--- src/hslp_pkg.sv ---
// Package for the linear-probing hash set core.
// Holds slot states, result codes, operation codes and the controller state type.
// No dependencies.
package hslp_pkg;

	typedef enum logic [1:0] {
		ST_EMPTY = 2'd0,
		ST_USED  = 2'd1,
		ST_TOMB  = 2'd2
	} slot_st_t;

	typedef enum logic [1:0] {
		RES_DONE    = 2'd0,
		RES_PRESENT = 2'd1,
		RES_ABSENT  = 2'd2,
		RES_FULL    = 2'd3
	} res_t;

	typedef enum logic [1:0] {
		OP_INSERT   = 2'd0,
		OP_CONTAINS = 2'd1,
		OP_REMOVE   = 2'd2
	} op_t;

	typedef enum logic [4:0] {
		S_CLEAR = 5'b00001,
		S_IDLE  = 5'b00010,
		S_HOME  = 5'b00100,
		S_PROBE = 5'b01000,
		S_DONE  = 5'b10000
	} fsm_t;

endpackage

--- src/hslp_home.sv ---
// Home slot unit: key mod SLOTS.
// A power-of-two table takes the low key bits; any other size folds in one key byte a
// cycle with a reciprocal multiplication and one corrective subtract. No package dependencies.
module hslp_home #(
	parameter int SLOTS    = 16,
	parameter int KEY_BITS = 31
) (
	input  logic                       clk,
	input  logic                       arst_n,
	input  logic                       start,
	input  logic [KEY_BITS-1:0]        key,
	output logic                       done,
	output logic [$clog2(SLOTS)-1:0]   home
);

	localparam int  IDXW    = $clog2(SLOTS);
	localparam bit  IS_POW2 = ((SLOTS & (SLOTS - 1)) == 0);

	generate
		if (IS_POW2) begin : g_pow2
			logic            done_q;
			logic [IDXW-1:0] home_q;

			always_ff @(posedge clk or negedge arst_n) begin
				if (!arst_n) begin
					done_q <= 1'b0;
				end else begin
					done_q <= start;
				end
			end

			always_ff @(posedge clk) begin
				if (start) begin
					home_q <= IDXW'(key);
				end
			end

			assign done = done_q;
			assign home = home_q;
		end else begin : g_fold
			localparam int            CHUNK   = 8;
			localparam int            NCH     = (KEY_BITS + CHUNK - 1) / CHUNK;
			localparam int            PADW    = NCH * CHUNK;
			localparam int            VW      = IDXW + CHUNK;
			localparam int            CNTW    = $clog2(NCH + 1);
			localparam logic [VW-1:0] SLOTS_V = VW'(SLOTS);
			localparam logic [VW-1:0] RECIP   = VW'((64'd1 << VW) / 64'(SLOTS));

			logic                busy_q;
			logic                done_q;
			logic [CNTW-1:0]     cnt_q;
			logic [PADW-1:0]     sh_q;
			logic [IDXW-1:0]     rem_q;
			logic [VW-1:0]       v;
			logic [2*VW-1:0]     prod;
			logic [2*VW-1:0]     qs;
			logic [VW-1:0]       r_est;
			logic [IDXW-1:0]     rem_nxt;

			// fold in the next key byte: the quotient estimate is low by at most one
			always_comb begin
				v       = {rem_q, sh_q[PADW-1 -: CHUNK]};
				prod    = (2*VW)'(v) * (2*VW)'(RECIP);
				qs      = (2*VW)'(prod[2*VW-1:VW]) * (2*VW)'(SLOTS);
				r_est   = v - qs[VW-1:0];
				rem_nxt = (r_est >= SLOTS_V) ? IDXW'(r_est - SLOTS_V) : r_est[IDXW-1:0];
			end

			always_ff @(posedge clk or negedge arst_n) begin
				if (!arst_n) begin
					busy_q <= 1'b0;
					done_q <= 1'b0;
					cnt_q  <= '0;
				end else begin
					done_q <= 1'b0;
					if (start) begin
						busy_q <= 1'b1;
						cnt_q  <= CNTW'(NCH);
					end else if (busy_q) begin
						cnt_q <= cnt_q - CNTW'(1);
						if (cnt_q == CNTW'(1)) begin
							busy_q <= 1'b0;
							done_q <= 1'b1;
						end
					end
				end
			end

			always_ff @(posedge clk) begin
				if (start) begin
					sh_q  <= PADW'(key);
					rem_q <= '0;
				end else if (busy_q) begin
					sh_q  <= sh_q << CHUNK;
					rem_q <= rem_nxt;
				end
			end

			assign done = done_q;
			assign home = rem_q;
		end
	endgenerate

endmodule

--- src/hslp_table.sv ---
// Slot table: one synchronous memory of {slot state, key} entries.
// One write port and one read port with registered read data.
// No package dependencies.
module hslp_table #(
	parameter int SLOTS    = 16,
	parameter int KEY_BITS = 31
) (
	input  logic                       clk,
	input  logic                       rd_en,
	input  logic [$clog2(SLOTS)-1:0]   rd_addr,
	output logic [KEY_BITS+1:0]        rd_data,
	input  logic                       wr_en,
	input  logic [$clog2(SLOTS)-1:0]   wr_addr,
	input  logic [KEY_BITS+1:0]        wr_data
);

	logic [KEY_BITS+1:0] mem [SLOTS];

	always_ff @(posedge clk) begin
		if (wr_en) begin
			mem[wr_addr] <= wr_data;
		end
		if (rd_en) begin
			rd_data <= mem[rd_addr];
		end
	end

endmodule

--- src/hash_set_linear_probing_core.sv ---
// Open-addressing hash set with linear probing over a slot memory.
// Input channel (in_valid / in_stall) carries opcode and key: insert, contains, remove.
// Output channel (out_valid / out_stall) carries one item per input: ok and status.
// One operation is worked at a time. After acceptance the home unit forms the home
// slot, then the slot memory is read one slot per cycle from the home slot, wrapping,
// with each slot checked in the cycle after its read. When a check ends the probe,
// the result is staged and the operation waits in S_DONE for the output register,
// then returns to idle, where the next item can be accepted.
// The single read port of the slot memory sets the probe rate.
// Unused opcode 3 returns not present without touching the table.
// At reset the block sweeps the memory to mark every slot empty, one slot per
// cycle, with in_stall high, then accepts items.
// The result sits in an output register; a new item is accepted while it waits.
// If the receiver stalls, a finished operation holds until the register frees.
module hash_set_linear_probing_core
	import hslp_pkg::*;
#(
	parameter int SLOTS    = 16,
	parameter int KEY_BITS = 31
) (
	input  logic                clk,
	input  logic                arst_n,
	input  logic                in_valid,
	output logic                in_stall,
	input  logic [1:0]          opcode,
	input  logic [KEY_BITS-1:0] key,
	output logic                out_valid,
	input  logic                out_stall,
	output logic                ok,
	output logic [1:0]          status
);

	localparam int IDXW = $clog2(SLOTS);
	localparam int CW   = $clog2(SLOTS + 1);

	fsm_t                state_q;
	logic [IDXW-1:0]     clr_q;
	logic [1:0]          op_q;
	logic [KEY_BITS-1:0] key_q;
	logic [IDXW-1:0]     slot_q;
	logic [CW-1:0]       cnt_q;
	logic                chk_v_s1;
	logic [IDXW-1:0]     chk_slot_s1;
	logic                chk_last_s1;
	logic                have_tomb_q;
	logic [IDXW-1:0]     tomb_q;
	logic                res_ok_q;
	res_t                res_st_q;
	logic                out_valid_q;
	logic                ok_q;
	res_t                status_q;

	logic                accept;
	logic                home_done;
	logic [IDXW-1:0]     home;
	logic                issue;
	logic                rd_en;
	logic [KEY_BITS+1:0] rd_data;
	logic                wr_en;
	logic [IDXW-1:0]     wr_addr;
	logic [KEY_BITS+1:0] wr_data;
	slot_st_t            rd_st;
	logic                hit;
	logic                is_empty;
	logic                is_tomb;
	logic                dec;
	logic                d_ok;
	res_t                d_st;
	logic                d_wr;
	logic [IDXW-1:0]     d_addr;
	slot_st_t            d_wr_st;
	logic                out_free;

	assign accept   = in_valid && !in_stall;
	assign in_stall = (state_q != S_IDLE);
	assign out_free = !out_valid_q || !out_stall;
	assign issue    = (state_q == S_PROBE) && (cnt_q != CW'(SLOTS));
	assign rd_en    = issue;

	hslp_home #(
		.SLOTS    (SLOTS),
		.KEY_BITS (KEY_BITS)
	) u_home (
		.clk    (clk),
		.arst_n (arst_n),
		.start  (accept),
		.key    (key),
		.done   (home_done),
		.home   (home)
	);

	hslp_table #(
		.SLOTS    (SLOTS),
		.KEY_BITS (KEY_BITS)
	) u_table (
		.clk     (clk),
		.rd_en   (rd_en),
		.rd_addr (slot_q),
		.rd_data (rd_data),
		.wr_en   (wr_en),
		.wr_addr (wr_addr),
		.wr_data (wr_data)
	);

	assign rd_st    = slot_st_t'(rd_data[KEY_BITS+1:KEY_BITS]);
	assign hit      = (rd_st == ST_USED) && (rd_data[KEY_BITS-1:0] == key_q);
	assign is_empty = (rd_st == ST_EMPTY);
	assign is_tomb  = (rd_st == ST_TOMB);

	// check the slot read last cycle
	always_comb begin
		dec     = 1'b0;
		d_ok    = 1'b0;
		d_st    = RES_ABSENT;
		d_wr    = 1'b0;
		d_addr  = chk_slot_s1;
		d_wr_st = ST_USED;
		if (chk_v_s1 && state_q == S_PROBE) begin
			if (op_q == OP_INSERT) begin
				if (hit) begin
					dec  = 1'b1;
					d_st = RES_PRESENT;
				end else if (is_empty || (chk_last_s1 && (have_tomb_q || is_tomb))) begin
					// reuse the first tombstone on the path, else this slot
					dec    = 1'b1;
					d_ok   = 1'b1;
					d_st   = RES_DONE;
					d_wr   = 1'b1;
					d_addr = have_tomb_q ? tomb_q : chk_slot_s1;
				end else if (chk_last_s1) begin
					dec  = 1'b1;
					d_st = RES_FULL;
				end
			end else begin
				if (is_empty) begin
					dec = 1'b1;
				end else if (hit) begin
					dec     = 1'b1;
					d_ok    = 1'b1;
					d_st    = RES_DONE;
					d_wr    = (op_q == OP_REMOVE);
					d_wr_st = ST_TOMB;
				end else if (chk_last_s1) begin
					dec = 1'b1;
				end
			end
		end
	end

	// the write lands before the next item's first read, so no forwarding is needed
	always_comb begin
		if (state_q == S_CLEAR) begin
			wr_en   = 1'b1;
			wr_addr = clr_q;
			wr_data = {ST_EMPTY, key_q};
		end else begin
			wr_en   = dec && d_wr;
			wr_addr = d_addr;
			wr_data = {d_wr_st, key_q};
		end
	end

	always_ff @(posedge clk or negedge arst_n) begin
		if (!arst_n) begin
			state_q     <= S_CLEAR;
			clr_q       <= '0;
			cnt_q       <= '0;
			chk_v_s1    <= 1'b0;
			have_tomb_q <= 1'b0;
			out_valid_q <= 1'b0;
		end else begin
			chk_v_s1 <= 1'b0;
			if (out_valid_q && !out_stall) begin
				out_valid_q <= 1'b0;
			end
			case (state_q)
				S_CLEAR: begin
					clr_q <= clr_q + IDXW'(1);
					if (clr_q == IDXW'(SLOTS - 1)) begin
						state_q <= S_IDLE;
					end
				end
				S_IDLE: begin
					if (accept) begin
						case (opcode)
							OP_INSERT, OP_CONTAINS, OP_REMOVE: state_q <= S_HOME;
							default:                           state_q <= S_DONE;
						endcase
					end
				end
				S_HOME: begin
					if (home_done) begin
						cnt_q       <= '0;
						have_tomb_q <= 1'b0;
						state_q     <= S_PROBE;
					end
				end
				S_PROBE: begin
					if (dec) begin
						state_q <= S_DONE;
					end else begin
						if (issue) begin
							cnt_q    <= cnt_q + CW'(1);
							chk_v_s1 <= 1'b1;
						end
						if (chk_v_s1 && is_tomb && !have_tomb_q) begin
							have_tomb_q <= 1'b1;
						end
					end
				end
				S_DONE: begin
					if (out_free) begin
						out_valid_q <= 1'b1;
						state_q     <= S_IDLE;
					end
				end
				default: begin
					state_q <= S_IDLE;
				end
			endcase
		end
	end

	always_ff @(posedge clk) begin
		if (accept) begin
			op_q     <= opcode;
			key_q    <= key;
			res_ok_q <= 1'b0;
			res_st_q <= RES_ABSENT;
		end
		if (state_q == S_HOME && home_done) begin
			slot_q <= home;
		end
		if (issue && !dec) begin
			slot_q      <= (slot_q == IDXW'(SLOTS - 1)) ? '0 : slot_q + IDXW'(1);
			chk_slot_s1 <= slot_q;
			chk_last_s1 <= (cnt_q == CW'(SLOTS - 1));
		end
		if (chk_v_s1 && is_tomb && !have_tomb_q) begin
			tomb_q <= chk_slot_s1;
		end
		if (dec) begin
			res_ok_q <= d_ok;
			res_st_q <= d_st;
		end
		if (state_q == S_DONE && out_free) begin
			ok_q     <= res_ok_q;
			status_q <= res_st_q;
		end
	end

	assign out_valid = out_valid_q;
	assign ok        = ok_q;
	assign status    = status_q;

endmodule

--- config.mk ---
export PLATFORM = sky130hd
export DESIGN_NAME = hash_set_linear_probing_core
export DESIGN_NICKNAME = d
export VERILOG_FILES = /design/src/hslp_pkg.sv /design/src/hslp_home.sv /design/src/hslp_table.sv /design/src/hash_set_linear_probing_core.sv
export SDC_FILE = /design/constraint.sdc
export NUM_CORES = 1
export LEC_CHECK = 0
export BUFFER_PORTS_ARGS = -buffer_cell sky130_fd_sc_hd__buf_2
export CAP_MARGIN = 20
export CORE_MARGIN = 5
export CORE_UTILIZATION = 60
export CTS_CLUSTER_DIAMETER = 50
export DETAILED_ROUTE_END_ITERATION = 6
export PLACE_DENSITY = 0.81
export SYNTH_ARGS = -nofsm -noshare
export SYNTH_HDL_FRONTEND = slang
export SYNTH_SLANG_ARGS = --single-unit
--- constraint.sdc ---
create_clock -name clk -period 8.5 [get_ports clk]
set_input_delay 2.55 -clock clk [delete_from_list [all_inputs] [get_ports clk]]
set_output_delay 2.55 -clock clk [all_outputs]
set_load 0.05 [all_outputs]
# Word-level counts from Yosys, hierarchy flattened
# Memory sizes are Yosys's and may differ from the RTL's. A register that Yosys moved wholly into a read port is not among the register bits.
# Index checks and enable logic that the tools add are counted.
# W data, S select, Z words.
[classes]
reduce_logical = 30
eq_ne = 24
n_addsub = 3
muxes = 66
[ops]
columns = ["operator", "n"]
rows = [
  ["$mux W5", 9],
  ["$mux W4", 9],
  ["$mux W33", 1],
  ["$mux W1", 32],
  ["$eq A31 B31 Y1", 1],
  ["$pmux W5 S5", 1],
  ["$mux W2", 12],
  ["$logic_and A1 B1 Y1", 12],
  ["$eq A5 B4 Y1 const B", 2],
  ["$pmux W5 S2", 1],
  ["$add A4 B1 Y4 const B", 2],
  ["$eq A4 B4 Y1 const B", 2],
  ["$ne A2 B1 Y1 const B", 4],
  ["$ne A2 B2 Y1 const B", 4],
  ["$reduce_and A4 Y1", 2],
  ["$eq A2 B2 Y1 const B", 3],
  ["$logic_not A2 Y1", 3],
  ["$reduce_bool A2 Y1", 3],
  ["$add A5 B1 Y5 const B", 1],
  ["$eq A5 B1 Y1 const B", 1],
  ["$eq A5 B2 Y1 const B", 1],
  ["$eq A5 B3 Y1 const B", 1],
  ["$eq A5 B5 Y1 const B", 1],
  ["$logic_not A1 Y1", 5],
  ["7 further kinds", 10],
]
[totals]
input_bits = 37
elab_cells = 142
ramBits = 528
n_memories = 1
output_inout_bits = 5
ff_bits = 74
[mem_list]
columns = ["memory", "words", "width", "read_ports", "rd_ports_with_merged_regs", "wr", "line", "text"]
rows = [
  ["u_table.mem", 16, 33, 1, 1, 1, "hslp_table.sv:17", "logic [KEY_BITS+1:0] mem [SLOTS];"],
]

# Longest topological paths before layout
# Gate-level depths: netlist of the first run.
[logic_depth]
depth_word = 12
mapped_depth = 8
ltp_nobuf = 8

# Modules after synthesis
# Synthesis of the first run repeated with hierarchy kept, for this count alone.
[unflattened]
hier_cells = 1105
area_unflattened_um2 = 24292.0
[modules_own_cells]
columns = ["mod", "n_inst", "area_each_um2", "seq_area_each_um2", "cells_each"]
rows = [
  ["hslp_table", 1, 20961.4, 16846.2, 864],
  ["hash_set_linear_probing_core", 1, 3185.6, 1988.2, 236],
  ["hslp_home", 1, 145.1, 145.1, 5],
]

# Worst setup path before layout of the first run
# OpenSTA, ideal clock, no wires.
[synth_path]
kind = "register -> register"
from = "reg key_q[23]"
to = "mem u_table.mem[2][0] (netlist bit) (enable)"
path_buffers = 1
slack_ns = 3.389
required_ns = 8.028
setup_ns = 0.472
stages_incl_launch_ff = 9
arrival_ns = 4.639
period_less_slack_ns = 5.111
path_cell_list = "edfxtp_1 > xnor2_1 > nand4_1 > or4_1 > buf_2 > o211a_1 > a311oi_2 > nand3b_1 > nor3b_1"
[synth_between]
elab_chain_len = 10
elab_cells_between_ends = 20
cone_classes = "1 x eq/ne; 17 x mux; 2 x reduce/logical"
[synth_lines]
columns = ["item", "line", "text"]
rows = [
  ["start: declaration", "hash_set_linear_probing_core.sv:39", "logic [KEY_BITS-1:0] key_q;"],
  ["start signal: assignment", "hash_set_linear_probing_core.sv:227", "key_q <= key;"],
  ["$eq A31 B31 Y1 *", "hash_set_linear_probing_core.sv:106", "assign hit = (rd_st == ST_USED) && (rd_data[KEY_BITS-1:0] == key_q);"],
  ["$logic_and A1 B1 Y1 *", "hash_set_linear_probing_core.sv:106", ""],
  ["$mux W1", "hash_set_linear_probing_core.sv:137", "end else if (hit) begin"],
  ["$mux W1", "hash_set_linear_probing_core.sv:135", "if (is_empty) begin"],
  ["$mux W1", "hash_set_linear_probing_core.sv:119", "if (op_q == OP_INSERT) begin"],
  ["$mux W1", "hash_set_linear_probing_core.sv:118", "if (chk_v_s1 && state_q == S_PROBE) begin"],
  ["$logic_and A1 B1 Y1", "hash_set_linear_probing_core.sv:157", "wr_en = dec && d_wr;"],
  ["$mux W1", "hash_set_linear_probing_core.sv:152", "if (state_q == S_CLEAR) begin"],
  ["$mux W1", "hslp_table.sv:20", "if (wr_en) begin"],
  ["$mux W1 (not written as such)", "hslp_table.sv:21", "mem[wr_addr] <= wr_data;"],
  ["end: declaration", "hslp_table.sv:17", ""],
]
# Mark *: on every way between the ends. The rest lies on a longest branch, timed or not.

# Worst setup path in the final report of the first run
[layout_path]
from = "reg key_q[14]"
to = "mem u_table.mem[11][7] (netlist bit) (enable)"
# Same word-level chain as after synthesis.

==> run metrics, run 1 <==
outcome=finished clean; startpoint types=register; Final setup viols=0; drt drc=0; crit-path max FO=20; syn_area_per_cell=23.00 sq um; Worst-path clk slew=0.06 ns; Finished Cell Area=27000 sq um; H-tree depth=2; vias in the first global route=11640; cell family with most CP delay=simple AND/OR/NAND/NOR gates; max cap viols=0; clk buf depth=3; Peak Freq=0.2014 GHz; vias=11260; critical path type=reg2reg; CP Buf/Inv Count=1; root buffer cell=clkbuf_16; final design utilization=67.95%; final slew viol count=0; DIE AREA=44210 sq um; post-synthesis register bit count=631; CP Cell Sequence=xnor2_1 -> nand4_1 -> nor4_1 -> a21boi_1 -> o211ai_1 -> nand3_1 -> nor2_4 -> buf_4; Multi-input gate area=5129 sq um; via-per-instance ratio=6.598; first-pass GRT wire length=75380 microns; Logic pwr share=7.0%; Internal=5228 uW; switching share of total power=22.98%; Fillers=2328; RSZ-0062 raised after global routing=no; P_leak=0.008491 uW; Crit path arrival time=5.25 ns; row count=73; synthesized cell area=24060 sq um; Total Nets Final=1177; Worst EP required=8.78 ns; clock share of power=37.5%; Syn Nets=1088; gr ovfl total=0; CTS Sinks=631; Async SR Flop Fraction=2.853%; wire length per cell=29.80 microns; hold crit path type=reg2reg; Starting Density=60.56%; DP HPWL=26420 microns; initial antenna violation count=0; Port Buffers=41; Worst VDD drop=0.1815 mV; crit end category=register; final total power=6788 uW; P&R area growth vs syn=12.19%; Hold Violations, Final=0; ys flop type=edfxtp_1; post-layout min period=4.966 ns; 1st-iter DRT viols=1447; Post-Route WL=50860 microns; drt pass-1 iters=5; number of synthesized flops with an enable pin=613; fin crit share=58.43%; post-synth cell types=50; Worst slew margin=24.18%; IO Pins=42; Chip Width=210.3 microns; Least-Margin Pin Slew=1.137 ns; CP max-delay cell=o211ai_1; CP max stage delay=0.74 ns; sequential area share after synthesis=78.37%; gpl congestion=0.8170; Worst Clk Skew=0.03333 ns; Area after DPL=25100 sq um; diodes inserted=0; Seq. cell area=18860 sq um; die height=210.3 microns; Yosys warning total=0; Post-CTS Hold Buffers=0; cell area power density=251.5 nW/um^2; setup TNS=0 ns; largest net degree at the start of global routing=130; total core area=39730 sq um; post-CTS setup buffers=0; Routed Antenna Nets=0; CTS tree=built; GR Util All Layers=23.44%; worst skew pair latency=0.63 ns; Cells after Synth=1046; layout cell share with drive strength beyond 1=29.19%; cts repair resizes=0; sequential share of power=55.4%; CTS Buf Count=61; switching pwr=1560 uW
[final timing paths]
kind	slack (ns)	endpoint	cells past startpoint	start
min in group asynchronous	1.87	out_valid	1	arst_n
hold reg to reg	0.42	status[0]	0	res_st_q[0]
hold / removal	0.42	status[0]	0	res_st_q[0]
setup / recovery	3.53	u_table.mem[11][7]	8	key_q[14]
setup reg to reg	3.53	u_table.mem[11][7]	8	key_q[14]
max in group asynchronous	6.29	state_q[0]	1	arst_n
[metrics by stage]
stage / setup slack [ns] / hold WS, ns / std cells
after floorplan: 3.389 / 0.4003 / 1046
after global placement: 3.673 / 0.4055 / 1594
after detailed placement: 3.353 / 0.4084 / 1595
after CTS: 3.293 / 0.4225 / 1705
after global routing: 3.321 / 0.4369 / 1707
final: 3.534 / 0.4202 / 1707
[cells by family after synthesis]
family                   Yosys count  share of synthesized area, %
flip-flops                       631                         78.37
multiplexers                     168                         15.57
AND/OR/NAND/NOR                  118                         2.589
buffers and inverters             50                        0.8007
AO/OA/AOI/OAI                     40                         1.165
XOR/XNOR                          34                         1.238
adder cells (fa/ha/maj)            5                        0.2600
[sequential cells by signal (all words and copies together) (netlist names), 3 cells and up]
signal           flops
state_q              5
tomb_q               4
cnt_q                5
clr_q                4
u_home.home          3
chk_slot_s1          4
u_table.mem        528
slot_q               4
u_table.rd_data     33
key_q               28
[final cells by class]
| cell class | instances | share of cell area [%] |
|---|---|---|
| clock buffer | 71 | 5.793 |
| timing repair buffer | 68 | 1.613 |
| multi-input combinational | 365 | 19.00 |
| tap | 525 | 2.433 |
| clock inverter | 39 | 1.191 |
| sequential | 631 | 69.86 |
| inverter | 8 | 0.1112 |
[worst reg2reg max path: cells and delay by family (launching register included)]
family	cells	cell delay, ns
AND/OR/NAND/NOR	4	2.05
AO/OA/AOI/OAI	2	0.98
flip-flops	1	0.65
buffers and inverters	1	0.48
XOR/XNOR	1	0.45
[layout by cell type (no fill, tap or decap), types with 13 or more instances in the layout]
master,Yosys,layout
buf_2,4,42
nor2_1,26,20
dfrtp_1,17,17
xnor2_1,34,34
edfxtp_1,613,613
clkbuf_16,0,61
nand2_1,31,31
clkinv_2,0,13
nand4_1,17,17
mux4_2,165,165
clkinv_1,0,14
buf_4,0,23
[power by group through the flow]
stage	combinational (uW)	sequential, uW	clock [uW]
3_3_place_gp	467	3810	0
6_report	476	3760	2550
3_5_place_dp	475	3830	0
2_1_floorplan	338	3770	0
4_1_cts	482	3760	2580
5_1_grt	509	3780	2730
[synthesized netlist by cell type (4+ instances only)]
master    instances  area [sq um]
dfrtp_1          17         425.4
nand3_1           7         35.03
nand2_1          31         116.4
nand4_1          17         106.4
buf_2             4         20.02
nand3b_1          5         37.54
inv_1             8         30.03
clkbuf_1         29         108.9
o211ai_1          6         45.04
buf_1             9         33.78
nor3_1            5         25.02
nor2_1           26         97.59
mux4_2          165          3716
o21ai_0           9         45.04
xnor2_1          34         297.8
ha_1              5         62.56
a21oi_1           5         25.02
edfxtp_1        613         18410
[layer usage]
layer	GRT usage [%]	vias up	wire length, microns
li1	-	4604	-
met1	33.04	5928	19150
met2	38.89	654	25800
met3	4.450	77	4896
met4	6.166	0	1014
met5	0	-	0
(Power assumes the default switching activity.)
==> inputs of run 2 (changes only) <==
ABC_AREA = 1   (was default)
clock period = 5 ns   (was 8.5 ns; I/O delays follow)
==> run metrics, run 2 <==
Reg2Reg Capture Point=u_table.mem[8][9]; Post-CTS Hold Buffers=0; clk buf depth=3; diodes inserted=0; initial antenna violation count=0; P_leak=0.009566 uW; dpl ws=1.184 ns; share of the synthesized area in the top cell type=73.30%; Syn Nets=1972; vias in the first global route=16270; hold slack=0.4199 ns; Crit path arrival time=4.20 ns; via-per-instance ratio=6.459; critical path's most frequent cell=nand2_1; total core area=41670 sq um; H-tree depth=2; gr ovfl total=0; largest net degree at the start of global routing=268; RSZ-0062 raised after global routing=no; final worst slack=1.125 ns; cts repair resizes=0; number of synthesized flops with an enable pin=613; r2r startpoint=key_q[20]; Hold EP=status[0]; ys flop type=edfxtp_1; die height=214.6 microns; top cells by count, synth=613 x edfxtp_1, 321 x nor2_1, 294 x o21ai_0; post-layout min period=3.875 ns; critical path type=reg2reg; most frequent cell after synthesis=edfxtp_1; Largest register FFs=528; commonest non-fill, non-tap cell in the layout=edfxtp_1; Async SR Flop Fraction=2.853%; R2R setup slack=1.12 ns; Yosys warning total=0; synthesized cell area=25110 sq um; CP max-delay cell=nor2_4; post-synthesis register bit count=631; Fillers=2822; DIE AREA=46040 sq um; Worst slew margin=22.30%; max cap viols=0; Final setup viols=0; Starting Density=60.27%; Worst EP required=5.32 ns; Least-Margin Pin Slew=1.166 ns; drt pass-1 iters=6; GR Util All Layers=26.16%; crit end category=register; gpl congestion=0.9016; most frequent cells in the layout=613 x edfxtp_1, 304 x nor2_1, 294 x o21ai_0; hold path depth=0; setup TNS=0 ns; Finished Cell Area=27890 sq um; startpoint types=register; fin crit share=77.51%; root buffer cell=clkbuf_16; first-pass GRT wire length=93740 microns; Total Nets Final=2007; CP Cell Sequence=nand2_1 -> nand2_1 -> nand2_1 -> nor2_1 -> nand2_1 -> nor2_2 -> nand2_4 -> nand3_1 -> nand2_1 -> nand3_1 -> nand2_1 -> inv_1 -> nand3_1 -> nor2_4 -> buf_4; Cells after Synth=1930; CTS tree=built; IO Pins=42; Regs by FF count=u_table.mem (528), u_table.rd_data (33), key_q (28); Port Buffers=41; Worst-path clk slew=0.06 ns; post-CTS setup buffers=0; layout cell share with drive strength beyond 1=9.896%; wire length per cell=24.05 microns; CTS Buf Count=60; CP max stage delay=0.86 ns; row count=75; syn_area_per_cell=13.01 sq um; crit-path max FO=23; vias=16470; top post-synthesis cells by area=edfxtp_1 73%, o21ai_0 5.9%, nor2_1 4.8%; worst reg2reg path depth=15; drt drc=0; Area after DPL=26070 sq um; final total power=11710 uW; post-synth cell types=40; final slew viol count=0; Worst Clk Skew=0.01844 ns; HP Start=res_st_q[0]; sequential area share after synthesis=75.10%; Chip Width=214.6 microns; CTS Sinks=631; Top reg by flops=u_table.mem; hold crit path type=reg2reg; outcome=finished clean; Worst VDD drop=0.3382 mV; Hold Violations, Final=0; Post-Route WL=61330 microns; cell taking the most area after synthesis=edfxtp_1; cell area power density=419.8 nW/um^2; worst skew pair latency=0.62 ns; 1st-iter DRT viols=2539; Peak Freq=0.2580 GHz; P&R area growth vs syn=11.05%; DP HPWL=33210 microns; Routed Antenna Nets=0
==> run 2: critical path, delay by kind of cell (launching register included) <==
kind / cells / cell delay [ns]
and+or+nand+nor: 13 / 2.39
DFF: 1 / 0.74
buffers and inverters: 2 / 0.44
==> run 2: final cells by class <==
cell class	instances	area (sq um)	area share, %
multi-input combinational	1084	5548	19.89
clock buffer	73	1550	5.559
timing repair buffer	82	585.6	2.100
tap	539	674.4	2.418
sequential	631	18860	67.63
inverter	106	409.1	1.467
clock inverter	35	259.0	0.9288
==> run 2: worst max path at each step <==
stage               from            endpoint  slack, ns  cells after the start
2_1_floorplan  key_q[10]   u_table.mem[4][0]       1.51                     15
3_3_place_gp   key_q[20]  u_table.mem[9][27]       1.23                     14
3_5_place_dp   key_q[17]   u_table.mem[8][9]       1.18                     17
4_1_cts        key_q[20]   u_table.mem[8][6]       1.16                     15
5_1_grt         key_q[7]   u_table.mem[8][6]       0.86                     17
6_report       key_q[20]   u_table.mem[8][9]       1.12                     15
==> run 2: per-layer routing <==
metal  wire length [microns]  track usage [%]  vias up
li1                        -                -     7163
met1                   23020            35.53     8085
met2                   29770            43.14     1049
met3                    6233            4.772      174
met4                    2300            9.491        0
met5                       0                0        -
==> run 2: logic make-up (layout without fill, tap and decap cells) <==
logic type,after synthesis,after routing,synth area share [%]
DFF,631,631,75.10
buffers and inverters,215,296,3.313
AOI/OAI and AO/OA,466,466,11.13
xor gates and xnor gates,12,12,0.4185
adders and majority gates,5,5,0.2491
and+or+nand+nor,601,601,9.786
==> run 2: power breakdown <==
group / total (uW) / switching [uW] / internal, uW
clock: 4240 / 1900 / 2350
sequential: 6350 / 221 / 6130
combinational: 1110 / 817 / 295
==> run 2: through the flow <==
| stage | utilization (%) | cells |
|---|---|---|
| 2_1_floorplan | - | 1930 |
| 5_1_grt | 66.93 | 2550 |
| 6_report | 66.93 | 2550 |
| 4_1_cts | 66.92 | 2549 |
| 3_5_place_dp | 62.57 | 2441 |
| 3_3_place_gp | 62.53 | 2440 |
